$ cat src/rtl/ppls_pkg.sv
// Shared constants, types and helpers of the Phong point-light shader.
package ppls_pkg;

   localparam int MAX_LIGHTS  = 8;
   localparam int LIGHT_IW    = (MAX_LIGHTS > 1) ? $clog2(MAX_LIGHTS) : 1;
   localparam int LCNT_W      = $clog2(MAX_LIGHTS + 1);
   localparam int TABLE_AW    = LIGHT_IW + 2;
   localparam int TABLE_DEPTH = MAX_LIGHTS * 4;

   localparam int SQRT_STEPS = 30;
   localparam int DIV_STEPS  = 16;
   localparam int POW_STEPS  = 8;

   localparam int CSR_IW = 3;
   localparam logic [CSR_IW-1:0] CSR_MAT_AMBIENT   = 3'd0;
   localparam logic [CSR_IW-1:0] CSR_MAT_DIFFUSE   = 3'd1;
   localparam logic [CSR_IW-1:0] CSR_MAT_SPECULAR  = 3'd2;
   localparam logic [CSR_IW-1:0] CSR_SHININESS     = 3'd3;
   localparam logic [CSR_IW-1:0] CSR_VIEW_POSITION = 3'd4;
   localparam logic [CSR_IW-1:0] CSR_LIGHT_COUNT   = 3'd5;

   localparam logic OPERATION_TABLE_WRITE = 1'b0;
   localparam logic OPERATION_SHADE       = 1'b1;

   localparam logic [1:0] WORD_POSITION = 2'd0;
   localparam logic [1:0] WORD_AMBIENT  = 2'd1;
   localparam logic [1:0] WORD_DIFFUSE  = 2'd2;
   localparam logic [1:0] WORD_SPECULAR = 2'd3;

   localparam logic [1:0] VSEL_NORMAL = 2'd0;
   localparam logic [1:0] VSEL_VIEW   = 2'd1;
   localparam logic [1:0] VSEL_LIGHT  = 2'd2;

   localparam logic [4:0] OP_NOP        = 5'd0;
   localparam logic [4:0] OP_TABLE_WR   = 5'd1;
   localparam logic [4:0] OP_LOAD_FRAG  = 5'd2;
   localparam logic [4:0] OP_SET_VIEW   = 5'd3;
   localparam logic [4:0] OP_SET_LIGHT  = 5'd4;
   localparam logic [4:0] OP_SQUARE     = 5'd5;
   localparam logic [4:0] OP_SQRT_INIT  = 5'd6;
   localparam logic [4:0] OP_SQRT_STEP  = 5'd7;
   localparam logic [4:0] OP_DIV_INIT   = 5'd8;
   localparam logic [4:0] OP_DIV_STEP   = 5'd9;
   localparam logic [4:0] OP_DIV_STORE  = 5'd10;
   localparam logic [4:0] OP_READ       = 5'd11;
   localparam logic [4:0] OP_DOT        = 5'd12;
   localparam logic [4:0] OP_DIFF       = 5'd13;
   localparam logic [4:0] OP_REFL       = 5'd14;
   localparam logic [4:0] OP_SPEC_DOT   = 5'd15;
   localparam logic [4:0] OP_POW_INIT   = 5'd16;
   localparam logic [4:0] OP_POW_STEP   = 5'd17;
   localparam logic [4:0] OP_AMB_TERM   = 5'd18;
   localparam logic [4:0] OP_DIF_COLOR  = 5'd19;
   localparam logic [4:0] OP_DIF_TERM   = 5'd20;
   localparam logic [4:0] OP_SPC_COLOR  = 5'd21;
   localparam logic [4:0] OP_SPC_TERM   = 5'd22;
   localparam logic [4:0] OP_OUTPUT     = 5'd23;

   typedef struct packed {
      logic              operation;
      logic [2:0]        light_index;
      logic [1:0]        light_word;
      logic [47:0]       light_value;
      logic signed [15:0] normal_x;
      logic signed [15:0] normal_y;
      logic signed [15:0] normal_z;
      logic signed [15:0] frag_x;
      logic signed [15:0] frag_y;
      logic signed [15:0] frag_z;
   } req_type;

   typedef struct packed {
      logic [7:0] red;
      logic [7:0] green;
      logic [7:0] blue;
   } rsp_type;

   typedef struct packed {
      logic [4:0]          op;
      logic [1:0]          lane;
      logic [1:0]          vsel;
      logic [LIGHT_IW-1:0] light;
   } ppls_cmd_type;

   typedef struct packed {
      logic [LCNT_W-1:0] light_total;
      logic              out_free;
   } ppls_status_type;

   function automatic logic [15:0] lane16(input logic [47:0] v, input logic [1:0] c);
      lane16 = v[16*c +: 16];
   endfunction

endpackage

$ cat src/rtl/ppls_ctrl.sv
// Controller: sequences the datapath through normalization and the per-light loop.
module ppls_ctrl import ppls_pkg::*; (
   input  logic            clock,
   input  logic            reset,
   input  logic            req_valid,
   input  logic            req_operation,
   output logic            req_ready,
   input  ppls_status_type status,
   output ppls_cmd_type    cmd
);

   localparam logic [4:0] S_IDLE      = 5'd0;
   localparam logic [4:0] S_SQUARE    = 5'd1;
   localparam logic [4:0] S_SQRT_INIT = 5'd2;
   localparam logic [4:0] S_SQRT      = 5'd3;
   localparam logic [4:0] S_DIV_INIT  = 5'd4;
   localparam logic [4:0] S_DIV       = 5'd5;
   localparam logic [4:0] S_DIV_STORE = 5'd6;
   localparam logic [4:0] S_SET_VIEW  = 5'd7;
   localparam logic [4:0] S_LCHECK    = 5'd8;
   localparam logic [4:0] S_LREAD     = 5'd9;
   localparam logic [4:0] S_SET_LIGHT = 5'd10;
   localparam logic [4:0] S_DOT       = 5'd11;
   localparam logic [4:0] S_DIFF      = 5'd12;
   localparam logic [4:0] S_REFL      = 5'd13;
   localparam logic [4:0] S_SPEC_DOT  = 5'd14;
   localparam logic [4:0] S_POW_INIT  = 5'd15;
   localparam logic [4:0] S_POW       = 5'd16;
   localparam logic [4:0] S_CHAN      = 5'd17;
   localparam logic [4:0] S_FINISH    = 5'd18;

   localparam logic [4:0] CH_AMB_TERM  = 5'd0;
   localparam logic [4:0] CH_DIF_COLOR = 5'd1;
   localparam logic [4:0] CH_DIF_TERM  = 5'd2;
   localparam logic [4:0] CH_SPC_COLOR = 5'd3;
   localparam logic [4:0] CH_SPC_TERM  = 5'd4;

   logic [4:0]        state_ff, state_in;
   logic [4:0]        cnt_ff, cnt_in;
   logic [1:0]        lane_ff, lane_in;
   logic [1:0]        vsel_ff, vsel_in;
   logic [LCNT_W-1:0] light_ff, light_in;

   always_ff @(posedge clock) begin
      if (reset) begin
         state_ff <= S_IDLE;
         cnt_ff   <= '0;
         lane_ff  <= '0;
         vsel_ff  <= VSEL_NORMAL;
         light_ff <= '0;
      end else begin
         state_ff <= state_in;
         cnt_ff   <= cnt_in;
         lane_ff  <= lane_in;
         vsel_ff  <= vsel_in;
         light_ff <= light_in;
      end
   end

   always_comb begin
      state_in  = state_ff;
      cnt_in    = cnt_ff;
      lane_in   = lane_ff;
      vsel_in   = vsel_ff;
      light_in  = light_ff;
      req_ready = (state_ff == S_IDLE);
      cmd.op    = OP_NOP;
      cmd.lane  = lane_ff;
      cmd.vsel  = vsel_ff;
      cmd.light = light_ff[LIGHT_IW-1:0];
      unique case (state_ff)
         S_IDLE: begin
            if (req_valid) begin
               if (req_operation == OPERATION_SHADE) begin
                  cmd.op   = OP_LOAD_FRAG;
                  vsel_in  = VSEL_NORMAL;
                  lane_in  = 2'd0;
                  state_in = S_SQUARE;
               end else begin
                  cmd.op = OP_TABLE_WR;
               end
            end
         end
         S_SQUARE: begin
            cmd.op = OP_SQUARE;
            if (lane_ff == 2'd2) begin
               lane_in  = 2'd0;
               state_in = S_SQRT_INIT;
            end else begin
               lane_in = lane_ff + 2'd1;
            end
         end
         S_SQRT_INIT: begin
            cmd.op   = OP_SQRT_INIT;
            cnt_in   = '0;
            state_in = S_SQRT;
         end
         S_SQRT: begin
            cmd.op = OP_SQRT_STEP;
            if (cnt_ff == 5'(SQRT_STEPS - 1)) begin
               state_in = S_DIV_INIT;
            end else begin
               cnt_in = cnt_ff + 5'd1;
            end
         end
         S_DIV_INIT: begin
            cmd.op   = OP_DIV_INIT;
            cnt_in   = '0;
            state_in = S_DIV;
         end
         S_DIV: begin
            cmd.op = OP_DIV_STEP;
            if (cnt_ff == 5'(DIV_STEPS - 1)) begin
               state_in = S_DIV_STORE;
            end else begin
               cnt_in = cnt_ff + 5'd1;
            end
         end
         S_DIV_STORE: begin
            cmd.op = OP_DIV_STORE;
            if (lane_ff == 2'd2) begin
               lane_in = 2'd0;
               unique case (vsel_ff)
                  VSEL_NORMAL: state_in = S_SET_VIEW;
                  VSEL_VIEW: begin
                     light_in = '0;
                     state_in = S_LCHECK;
                  end
                  default: state_in = S_DOT;
               endcase
            end else begin
               lane_in  = lane_ff + 2'd1;
               state_in = S_DIV_INIT;
            end
         end
         S_SET_VIEW: begin
            cmd.op   = OP_SET_VIEW;
            vsel_in  = VSEL_VIEW;
            state_in = S_SQUARE;
         end
         S_LCHECK: begin
            lane_in = 2'd0;
            if (light_ff < status.light_total) begin
               state_in = S_LREAD;
            end else begin
               state_in = S_FINISH;
            end
         end
         S_LREAD: begin
            // The lane field selects the table word; four reads fill the light registers.
            cmd.op = OP_READ;
            if (lane_ff == WORD_SPECULAR) begin
               lane_in  = 2'd0;
               state_in = S_SET_LIGHT;
            end else begin
               lane_in = lane_ff + 2'd1;
            end
         end
         S_SET_LIGHT: begin
            cmd.op   = OP_SET_LIGHT;
            vsel_in  = VSEL_LIGHT;
            state_in = S_SQUARE;
         end
         S_DOT: begin
            cmd.op = OP_DOT;
            if (lane_ff == 2'd2) begin
               lane_in  = 2'd0;
               state_in = S_DIFF;
            end else begin
               lane_in = lane_ff + 2'd1;
            end
         end
         S_DIFF: begin
            cmd.op   = OP_DIFF;
            state_in = S_REFL;
         end
         S_REFL: begin
            cmd.op = OP_REFL;
            if (lane_ff == 2'd2) begin
               lane_in  = 2'd0;
               state_in = S_SPEC_DOT;
            end else begin
               lane_in = lane_ff + 2'd1;
            end
         end
         S_SPEC_DOT: begin
            cmd.op = OP_SPEC_DOT;
            if (lane_ff == 2'd2) begin
               lane_in  = 2'd0;
               state_in = S_POW_INIT;
            end else begin
               lane_in = lane_ff + 2'd1;
            end
         end
         S_POW_INIT: begin
            cmd.op   = OP_POW_INIT;
            cnt_in   = '0;
            state_in = S_POW;
         end
         S_POW: begin
            cmd.op = OP_POW_STEP;
            if (cnt_ff == 5'(POW_STEPS - 1)) begin
               cnt_in   = '0;
               state_in = S_CHAN;
            end else begin
               cnt_in = cnt_ff + 5'd1;
            end
         end
         S_CHAN: begin
            case (cnt_ff)
               CH_AMB_TERM:  cmd.op = OP_AMB_TERM;
               CH_DIF_COLOR: cmd.op = OP_DIF_COLOR;
               CH_DIF_TERM:  cmd.op = OP_DIF_TERM;
               CH_SPC_COLOR: cmd.op = OP_SPC_COLOR;
               default:      cmd.op = OP_SPC_TERM;
            endcase
            if (cnt_ff == CH_SPC_TERM) begin
               cnt_in = '0;
               if (lane_ff == 2'd2) begin
                  lane_in  = 2'd0;
                  light_in = light_ff + 1'b1;
                  state_in = S_LCHECK;
               end else begin
                  lane_in = lane_ff + 2'd1;
               end
            end else begin
               cnt_in = cnt_ff + 5'd1;
            end
         end
         S_FINISH: begin
            if (status.out_free) begin
               cmd.op   = OP_OUTPUT;
               state_in = S_IDLE;
            end
         end
         default: state_in = S_IDLE;
      endcase
   end

endmodule

$ cat config.mk
export PLATFORM = sky130hd
export DESIGN_NAME = ppls_ctrl
export DESIGN_NICKNAME = d
export VERILOG_FILES = /design/src/rtl/ppls_pkg.sv /design/src/rtl/ppls_ctrl.sv
export SDC_FILE = /design/constraint.sdc
export NUM_CORES = 1
export LEC_CHECK = 0
export BUFFER_PORTS_ARGS = -buffer_cell sky130_fd_sc_hd__buf_2
export CAP_MARGIN = 40
export CELL_PAD_IN_SITES_DETAIL_PLACEMENT = 0
export CELL_PAD_IN_SITES_GLOBAL_PLACEMENT = 1
export CORE_ASPECT_RATIO = 0.7
export CORE_MARGIN = 2
export CORE_UTILIZATION = 43
export DETAILED_ROUTE_END_ITERATION = 7
export GPL_ROUTABILITY_DRIVEN = 0
export PLACE_DENSITY_LB_ADDON = 0.1
export SYNTH_ARGS = -nofsm -noshare
export SYNTH_HDL_FRONTEND = slang
export SYNTH_SLANG_ARGS = --single-unit
$ cat constraint.sdc
create_clock -name clock -period 3.3 [get_ports clock]
set_clock_uncertainty 0.05 [all_clocks]
set_input_delay 0.33 -clock clock [delete_from_list [all_inputs] [get_ports clock]]
set_output_delay 0.33 -clock clock [all_outputs]
set_load 0.05 [all_outputs]
==> metrics.md, run 1 <==
| Metric | Value |
|---|---|
| Outcome | `finished clean` |
| Least-Margin Pin Slew | `just under 0.8 ns` |
| Tightest Hold Check Type | `in -> reg` |
| Synth warn | `0` |
| CTS tree | `built` |
| RSZ-0062 raised after global routing | `false` |
| Wirelength per Cell | `16.5 um` |
| Slew HR | `0.474` |
| Post-route antenna net violation count | `0` |
| Post_cts resized | `0` |
| Die area | `4780 um^2` |
| CTS H-tree depth | `1` |
| Ys async rst share | `0` |
| Sequential share of the synthesized area | `0.198` |
| Post-CTS setup buffer count | `0` |
| Critical Setup Path Class | `reg -> out` |
| Layout cells sized above 1 | `0.144` |
| Adder-Cell Fraction of Synth Area | `0.0892` |
| Max-slew violations | `0` |
| Seq cells post-synth | `18` |
| Leak | `0.000795 uW` |
| Post-Syn Instances | `248` |
| Gr ovfl total | `0` |
| Area of the core | `3990 um^2` |
| Die height | `58.5 um` |
| Hold_buf cts | `0` |
| CP max FO | `16` |
| Worst VDD drop | `around 540 uV` |
| Drt pass-1 iters | `4` |
| Hold violation count in the final report | `0` |
| Yosys top cell area share | `0.198` |
| Syn_area_per_cell | `7.35 um^2` |
| Worst EP arrival | `~2.4 ns` |
| XOR/XNOR share of the synthesized area | `0.0144` |
| Vias in the first global route | `1632` |
| PortBufs | `21` |
| Row count | `19` |
| Initial antenna violation count | `0` |
| Crit. End Element | `output port` |
| Compound-Gate Fraction of Synth Area | `0.310` |
| Synth cell types | `60` |
| Placed cell area | `1930 um^2` |
| Top_reg_cell synth | `dfxtp_1` |
| DR vias/cell | `6.11` |
| Worst-path clk slew | `0.08 ns` |
| Die W | `81.8 um` |
| Max Cap Viol | `0` |
| Clock tree root driver cell | `clkbuf_8` |
| Clk_lat worst skew | `0.26 ns` |
| Final Instance Area | `1980 um^2` |
| Post-DP HPWL | `3870 um` |
| Diodes inserted | `0` |
| DRC violations left | `0` |
| Post-Synth Simple-Gate Area | `0.288` |
| First-pass GRT wire length | `approximately 8500 um` |
| Largest net degree at the start of global routing | `23` |
| TNS Setup | `0 ns` |
| Global Route Usage Sum | `0.232` |
| CP Data Required Time | `2.92 ns` |
| Area grow syn2layout | `8.79%` |
| Fin crit share | `0.840` |
| Main combinational cell family by area after synthesis | `compound AO/OA/AOI/OAI gates` |
| Most instantiated cells after synthesis | `nor2_1, nand2_1, dfxtp_1` |
| Power Density | `about 600 nW/um^2` |
| Cell taking the most area after synthesis | `dfxtp_1` |
| Mux share of post-synthesis cell area | `0.0165` |
| TritonCTS buffer count | `3` |
| Max Buffers Root-to-Sink | `2` |
| Achievable Freq | `0.361 GHz` |
| Starting Density | `0.456` |
| Finish-stage setup viols | `0` |
| Count leader, synth | `nor2_1` |
| Ranking of synthesized cells by area | `dfxtp_1, ha_1, nor2_1` |
| Syn Nets | `270` |
| Nets | `280` |
| Mapped Area | `1820 um^2` |
| Post-synth EDFFs | `0` |
| Total number of vias | `1887` |
| Period minus WS final | `2.77 ns` |
| Clock sinks | `18` |
| IO Count | `22` |
| Initial DRC count | `177` |
| Post-Route WL | `5100 um` |
| Setup crit start kind | `flop` |
==> per-stage QoR <==
| step | util | total power [uW] | std cells | setup WS (ns) | hold WS (ns) |
|---|---|---|---|---|---|
| 2_1_floorplan | - | 844 | 248 | 0.712 | 0.423 |
| 3_3_place_gp | 0.483 | 1000 | 305 | 0.847 | 0.428 |
| 3_5_place_dp | 0.483 | 997 | 305 | 0.843 | 0.429 |
| 4_1_cts | 0.497 | 1190 | 309 | 0.569 | 0.358 |
| 5_1_grt | 0.497 | 1270 | 309 | 0.407 | 0.358 |
| 6_report | 0.497 | 1190 | 309 | 0.527 | 0.349 |
==> cells in the final DEF, fill, tap and decap left out, types with 5 or more instances in the layout <==
cell,instances
inv_1,14
or3_1,8
dfxtp_1,18
nand2_1,19
ha_1,13
nor2_1,21
a21oi_1,15
o211ai_1,8
o21ai_0,12
nor3_1,7
nand3_1,5
buf_2,21
buf_4,5
nor2b_1,5
==> state kept, by name, indices dropped and copies added, names as in the netlist <==
register,flops
cnt_ff,5
state_ff,5
light_ff,4
lane_ff,2
vsel_ff,2
==> power breakdown <==
group	total (uW)	leakage [uW]	switching (uW)	internal, uW
clock network	187	0.0000288	81.0	106
registers	306	0.000146	64.7	241
logic	699	0.000621	464	235
==> area by class of cell <==
| class | instances | area (um^2) |
|---|---|---|
| fill | 408 | 2010 |
| multi-input combinational | 195 | 1310 |
| sequential | 18 | 360 |
| timing repair buffer | 26 | 143 |
| tap | 52 | 65.1 |
| clock buffer | 4 | 55.1 |
| inverter | 14 | 52.6 |
==> kinds of logic (layout without fill, tap and decap cells) <==
family / after synthesis / count (layout)
AO/OA/AOI/OAI: 78 / 78
XOR/XNOR: 3 / 3
adder cells (fa/ha/maj): 13 / 13
buffers and inverters: 35 / 44
flip-flops: 18 / 18
multiplexers: 3 / 3
AND/OR/NAND/NOR: 98 / 98
==> path summary, 6_finish.rpt <==
| path | end | slack (ns) | depth (start not counted) | start |
|---|---|---|---|---|
| max | cmd[8] | 0.53 | 5 | state_ff[0] |
| max reg2reg | state_ff[3] | 0.79 | 7 | cnt_ff[0] |
| min | light_ff[0] | 0.35 | 2 | reset |
| min reg2reg | vsel_ff[0] | 0.45 | 2 | vsel_ff[0] |
==> critical path, stage by stage (launching register included) <==
cell	delay (ns)
dfxtp_1	0.66
or3b_2	0.55
nor2_1	0.34
o21ai_0	0.17
o211ai_1	0.12
buf_2	0.29
==> routing by layer <==
layer  up-vias  global-route usage  wire, um
li1        936                   -         -
met3         4              0.0429       408
met5         -                   0         0
met2        68               0.308      2080
met1       879               0.381      2580
met4         0              0.0429        35
(Power assumes the default switching activity.)
==> inputs of run 2 (changes only) <==
==> constraint.sdc (replaced) <==
create_clock -name clock -period 2.7 [get_ports clock]
set_clock_uncertainty 0.05 [all_clocks]
set_input_delay 0.27 -clock clock [delete_from_list [all_inputs] [get_ports clock]]
set_output_delay 0.27 -clock clock [all_outputs]
set_load 0.05 [all_outputs]
==> metrics.md, run 2 (synthesized netlist as in run 1, its figures left out) <==
| Metric | Value |
|---|---|
| Slew HR | `0.456 (-0.0178)` |
| Layout cells sized above 1 | `0.163 (+0.0195)` |
| TNS Setup | `0 ns (unchanged)` |
| Comb power frac | `0.609 (+0.023)` |
| CP cell instances | `ha_1, and3_1, ha_1, nor3_1, a2111o_1, or3_1, a32o_1` |
| Util after Layout | `0.508 (+0.0113)` |
| Hold violation count in the final report | `0 (unchanged)` |
| Gr ovfl total | `0 (unchanged)` |
| Finish-stage setup viols | `0 (unchanged)` |
| CTS tree | `built` |
| Seq pwr share | `0.235 (-0.022)` |
| Wirelength per Cell | `16.5 um (-0.23%)` |
| Area of the core | `3990 um^2 (unchanged)` |
| Max incr delay on CP | `0.48 ns (-0.18 ns)` |
| Worst-path clk slew | `0.08 ns (about the same)` |
| Global Route Usage Sum | `0.226 (-0.00551)` |
| Power Density | `735 nW/um^2 (+22%)` |
| Clock tree root driver cell | `clkbuf_8` |
| Starting Density | `0.456 (unchanged)` |
| Crit. End Element | `flop` |
| CP dominant cell by count | `ha_1` |
| Biggest regs | `cnt_ff (5), state_ff (5), light_ff (4)` |
| Die W | `81.8 um (unchanged)` |
| PortBufs | `21 (unchanged)` |
| CP Data Required Time | `2.80 ns (-0.12 ns)` |
| RSZ-0062 raised after global routing | `false` |
| Initial DRC count | `110 (-38%)` |
| Fin crit share | `0.922` |
| Clock Power Share | `0.156 (about the same)` |
| Critical Setup Path Class | `reg -> reg` |
| DRC violations left | `0 (unchanged)` |
| Worst VDD drop | `566 uV (+4.4%)` |
| Row count | `19 (unchanged)` |
| P_sw | `754 uW (+24%)` |
| Tightest Hold Check Type | `in -> reg` |
| Period minus WS final | `between 2 and 2.5 ns` |
| Clk_lat worst skew | `0.26 ns (about the same)` |
| CTS H-tree depth | `1 (unchanged)` |
| Max Buffers Root-to-Sink | `2 (unchanged)` |
| Post-Route WL | `5190 um (+1.7%)` |
| Final Instance Area | `2030 um^2 (+2.3%)` |
| Total number of vias | `1953 (+3.5%)` |
| Leak | `0.000825 uW (+3.8%)` |
| Net Sw Frac | `0.505 (-0.00568)` |
| Least-Margin Pin Slew | `0.795 ns (+0.0260 ns)` |
| Vias in the first global route | `1645 (+0.80%)` |
| Placed cell area | `1970 um^2 (+2.3%)` |
| Post-CTS setup buffer count | `0 (unchanged)` |
| CP max-delay cell | `or3_1` |
| Achievable Freq | `0.402 GHz` |
| Largest net degree at the start of global routing | `23 (unchanged)` |
| TritonCTS buffer count | `3 (unchanged)` |
| Diodes inserted | `0 (unchanged)` |
| Setup crit start kind | `flop` |
| Area grow syn2layout | `11.3%` |
| Nets | `286 (+2.1%)` |
| Post-route antenna net violation count | `0 (unchanged)` |
| Die height | `58.5 um (unchanged)` |
| Post-DP HPWL | `3900 um (+0.91%)` |
| Clock sinks | `18 (unchanged)` |
| Outcome | `finished clean` |
| Drt pass-1 iters | `5 (+1)` |
| IO Count | `22 (unchanged)` |
| Die area | `4780 um^2 (unchanged)` |
| Hold_buf cts | `0 (unchanged)` |
| Initial antenna violation count | `0 (unchanged)` |
| Highest-count cells in the layout ignoring fill and taps | `nor2_1, buf_2, nand2_1, dfxtp_1, a21oi_1` |
| Worst EP arrival | `2.59 ns (+0.20 ns)` |
| CP max FO | `7 (-9)` |
| Post_cts resized | `0 (unchanged)` |
| First-pass GRT wire length | `8290 um (-2.6%)` |
| DR vias/cell | `6.20 (+1.5%)` |
| Max-slew violations | `0 (unchanged)` |
| P_int | `738 uW (+27%)` |
| Max Cap Viol | `0 (unchanged)` |
-- run 2: per-layer routing --
layer,track usage,routed length (um),up-vias,share of wire
met5,0,0,-,0
met1,0.380,2720,902,0.52
met4,0.0476,61,0,0.012
met3,0.0307,386,7,0.074
li1,-,-,952,-
met2,0.296,2030,92,0.39
-- run 2: cell type report --
| type | count | area (um^2) |
|---|---|---|
| Fill cell | 412 | 1970 |
| Clock buffer | 4 | 55.1 |
| Inverter | 14 | 52.6 |
| Sequential cell | 18 | 360 |
| Timing Repair Buffer | 32 | 188 |
| Multi-Input combinational cell | 195 | 1310 |
| Tap cell | 52 | 65.1 |
-- run 2: power by group through the flow --
stage          combinational [uW]  sequential (uW)  clock (uW)
3_3_place_gp                  900              354           0
5_1_grt                       979              356         251
3_5_place_dp                  891              354           0
4_1_cts                       896              349         236
6_report                      908              351         232
2_1_floorplan                 680              352           0
-- run 2: critical path, delay by kind of cell, from the launching register on --
kind,cells,cell delay [ns]
AOI/OAI and AO/OA,2,0.73
adders and majority gates,2,0.48
DFF,1,0.39
and+or+nand+nor,3,0.74
-- run 2: final timing paths --
check        slack (ns)       start     endpoint  depth (start not counted)
min                0.29       reset  light_ff[0]                          2
max                0.21   cnt_ff[0]  state_ff[0]                          7
max reg2reg        0.21   cnt_ff[0]  state_ff[0]                          7
min reg2reg        0.45  vsel_ff[0]   vsel_ff[0]                          2
-- run 2: metrics by stage --
stage | setup WS [ns] | hold WS [ns] | power (uW) | cells
after floorplan | 0.172 | 0.405 | 1030 | 248
after global placement | 0.285 | 0.421 | 1250 | 311
after detailed placement | 0.253 | 0.435 | 1250 | 311
after CTS | 0.225 | 0.294 | 1480 | 315
after global routing | 0.0680 | 0.297 | 1590 | 315
final | 0.211 | 0.290 | 1490 | 315
==> inputs of run 3 (changes only) <==
==> config.mk (replaced) <==
export PLATFORM = sky130hd
export DESIGN_NAME = ppls_ctrl
export DESIGN_NICKNAME = d
export VERILOG_FILES = /design/src/rtl/ppls_pkg.sv /design/src/rtl/ppls_ctrl.sv
export SDC_FILE = /design/constraint.sdc
export NUM_CORES = 1
export LEC_CHECK = 0
export ABC_AREA = 1
export BUFFER_PORTS_ARGS = -buffer_cell sky130_fd_sc_hd__buf_2
export CAP_MARGIN = 40
export CORE_ASPECT_RATIO = 0.7
export CORE_MARGIN = 2
export CORE_UTILIZATION = 47
export DETAILED_ROUTE_END_ITERATION = 7
export GPL_ROUTABILITY_DRIVEN = 0
export PLACE_DENSITY = 0.67
export SYNTH_ARGS = -nofsm -noshare
export SYNTH_HDL_FRONTEND = slang
export SYNTH_SLANG_ARGS = --single-unit
==> metrics.md, run 3 <==
| Metric | Value |
|---|---|
| Outcome | `finished clean` |
| Cell taking the most area after synthesis | `dfxtp_1` |
| Tightest Hold Check Type | `in -> reg` |
| Uppermost layer routed | `met4` |
| Synth cell types | `29 (-52%)` |
| Met1 wire length | `2490 um (-8.3%)` |
| Setup WS pre-CTS | `0.676 ns (+0.424 ns)` |
| Most instantiated cells after synthesis | `nand2_1, nor2_1, inv_1` |
| Post-synth EDFFs | `0 (unchanged)` |
| Sequential share of the synthesized area | `0.195 (-0.00294)` |
| PortBufs | `21 (unchanged)` |
| FF-to-FF End | `light_ff[1]` |
| Top_reg_cell synth | `dfxtp_1` |
| WL met2 | `1870 um (-7.7%)` |
| Starting Density | `0.481 (+0.0241)` |
| Post-route antenna net violation count | `0 (unchanged)` |
| Worst EP arrival | `2.02 ns (-0.57 ns)` |
| Vias in the first global route | `1768 (+7.5%)` |
| Reg2reg path depth | `9 (+2)` |
| Post-CTS setup buffer count | `0 (unchanged)` |
| Clk_lat worst skew | `0.26 ns (about the same)` |
| WL met3 | `687 um (+78%)` |
| Placed cells | `386 (+24%)` |
| TNS Setup | `0 ns (unchanged)` |
| Synth warn | `0 (unchanged)` |
| Hold violation count in the final report | `0 (unchanged)` |
| Count leader, synth | `nand2_1` |
| P_sw | `784 uW (+3.9%)` |
| Total number of vias | `2049 (+4.9%)` |
| Gr ovfl total | `0 (unchanged)` |
| Finish-stage setup viols | `0 (unchanged)` |
| Worst-path clk slew | `0.08 ns (about the same)` |
| Global Route Usage Sum | `0.233 (+0.00703)` |
| DR vias/cell | `5.25 (-15%)` |
| Clock Power Share | `0.162 (+0.006)` |
| Post-Route WL | `5070 um (-2.4%)` |
| Post_cts resized | `0 (unchanged)` |
| PnR worst setup slack | `0.356 ns (+0.145 ns)` |
| CTS H-tree depth | `1 (unchanged)` |
| Biggest regs | `cnt_ff (5), state_ff (5), light_ff (4)` |
| CTS tree | `built` |
| CP Data Required Time | `2.38 ns (-0.42 ns)` |
| Period minus WS final | `2.34 ns (-0.145 ns)` |
| CP max FO | `9 (+2)` |
| Max Cap Viol | `0 (unchanged)` |
| Syn Nets | `343 (+27%)` |
| Die height | `56.5 um (-3.4%)` |
| Highest-count cells in the layout ignoring fill and taps | `nand2_1, nor2_1, inv_1, nand3_1, buf_2` |
| Initial DRC count | `239 (+120%)` |
| Ranking of synthesized cells by area | `dfxtp_1, nand2_1, nor2_1` |
| Hold_buf cts | `0 (unchanged)` |
| TritonCTS buffer count | `3 (unchanged)` |
| Layout cells sized above 1 | `0.121 (-0.0422)` |
| Syn_area_per_cell | `5.76 um^2 (-22%)` |
| Fin crit share | `0.868 (-0.0537)` |
| DRC violations left | `0 (unchanged)` |
| Least-Margin Pin Slew | `0.392 ns (-0.402 ns)` |
| Worst VDD drop | `497 uV (-12%)` |
| Nets | `361 (+26%)` |
| Max-slew violations | `0 (unchanged)` |
| Crit. End Element | `output port` |
| Power Density | `717 nW/um^2 (-2.6%)` |
| Die W | `79.0 um (-3.5%)` |
| RSZ-0062 raised after global routing | `false` |
| First-pass GRT wire length | `8260 um (-0.33%)` |
| Slew HR | `0.738 (+0.282)` |
| Crit Reg-Reg Startpoint | `state_ff[2]` |
| Critical Setup Path Class | `reg -> out` |
| Clock sinks | `18 (unchanged)` |
| Seq cells post-synth | `18 (unchanged)` |
| Hold slack | `0.328 ns (+0.0379 ns)` |
| Initial antenna violation count | `0 (unchanged)` |
| Layout Cells excl Fill | `390 (+24%)` |
| Most common cell after layout, fill and taps aside | `nand2_1` |
| IO Count | `22 (unchanged)` |
| Area grow syn2layout | `9.06%` |
| Ys async rst share | `0 (unchanged)` |
| Clock tree root driver cell | `clkbuf_8` |
| Comb power frac | `0.594 (-0.015)` |
| Die area | `4460 um^2 (-6.7%)` |
| Hold Crit Depth | `2 (unchanged)` |
| Yosys top cell area share | `0.195 (-0.00294)` |
| Largest net degree at the start of global routing | `14 (-39%)` |
| Mapped Area | `1850 um^2 (+1.5%)` |
| Diodes inserted | `0 (unchanged)` |
| Seq pwr share | `0.244 (+0.009)` |
| Wirelength per Cell | `13.0 um (-21%)` |
| Register-to-Register Setup Slack | `0.73 ns (+0.52 ns)` |
| P_int | `663 uW (-10%)` |
| Setup crit start kind | `flop` |
| Net Sw Frac | `0.542 (+0.0364)` |
| Post-DP HPWL | `4050 um (+3.8%)` |
| Drt pass-1 iters | `7 (+2)` |
| Max Buffers Root-to-Sink | `2 (unchanged)` |
| Achievable Freq | `0.427 GHz (+6.2%)` |
| Leak | `0.00104 uW (+26%)` |
| Area of the core | `3850 um^2 (-3.6%)` |
| Row count | `19 (unchanged)` |
| Hold Path End | `light_ff[2]` |
| Post-Syn Instances | `321 (+29%)` |
| Hold path start | `reset` |
run 3: changes by cell type in the layout (fill, tap and decap cells not counted), sizes merged, moves of 5 or more:
| cell | change |
|---|---|
| nor2 | +37 |
| or3 | -8 |
| nand3 | +31 |
| inv | +29 |
| buf | -11 |
| nand4 | +6 |
| a21oi | +5 |
| nand2 | +72 |
| nor2b | -5 |
| o211ai | -7 |
run 3: routing by layer:
| layer | vias to the layer above | track usage |
|---|---|---|
| met5 | - | 0 |
| met4 | 0 | 0.0296 |
| met3 | 7 | 0.0916 |
| met2 | 117 | 0.306 |
| met1 | 863 | 0.362 |
| li1 | 1062 | - |
run 3: critical path, cell delays in order, from the launching register on:
cell and delay, ns:
dfxtp_1 0.50, inv_2 0.15, nand2_1 0.19, nor2_1 0.08
nor2_1 0.23, inv_1 0.07, a211oi_1 0.17, o2111ai_1 0.14
buf_2 0.23
run 3: worst max path at each step:
stage | startpoint | to | slack (ns)
CTS | state_ff[4] | cmd[7] | 0.38
detailed placement | state_ff[4] | cmd[7] | 0.68
finish | state_ff[4] | cmd[7] | 0.36
floorplan | state_ff[3] | state_ff[0] | 0.66
global placement | cnt_ff[0] | cmd[9] | 0.73
global route | state_ff[4] | cmd[7] | 0.21
run 3: area by class of cell:
class                   instances  area (um^2)
multi-input cells             252         1270
inverters                      43          161
repair buffers                 21          105
flip-flops and latches         18          360
well taps                      52         65.1
fillers                       425         1830
clock buffers                   4         55.1
run 3: kinds of logic (layout without fill, tap and decap cells):
kind of cell / count (synthesis) / after routing / share of synthesized area
buffers and inverters: 51 / 68 / 0.118
xor gates and xnor gates: 2 / 2 / 0.00947
DFF: 18 / 18 / 0.195
adders and majority gates: 13 / 13 / 0.0879
and+or+nand+nor: 201 / 201 / 0.482
AOI/OAI and AO/OA: 36 / 36 / 0.108
run 3: power by group through the flow:
| stage | clock network [uW] | registers, uW | logic (uW) |
|---|---|---|---|
| floorplan | 0 | 396 | 611 |
| CTS | 241 | 351 | 844 |
| global placement | 0 | 358 | 848 |
| global route | 251 | 361 | 947 |
| finish | 234 | 353 | 859 |
| detailed placement | 0 | 358 | 840 |
run 3: metrics by stage:
stage | utilization | power, uW | cell area (um^2)
3_3_place_gp | 0.510 | 1210 | 1960
4_1_cts | 0.524 | 1440 | 2020
6_report | 0.524 | 1450 | 2020
5_1_grt | 0.524 | 1560 | 2020
3_5_place_dp | 0.510 | 1200 | 1960
2_1_floorplan | - | 1010 | 1850
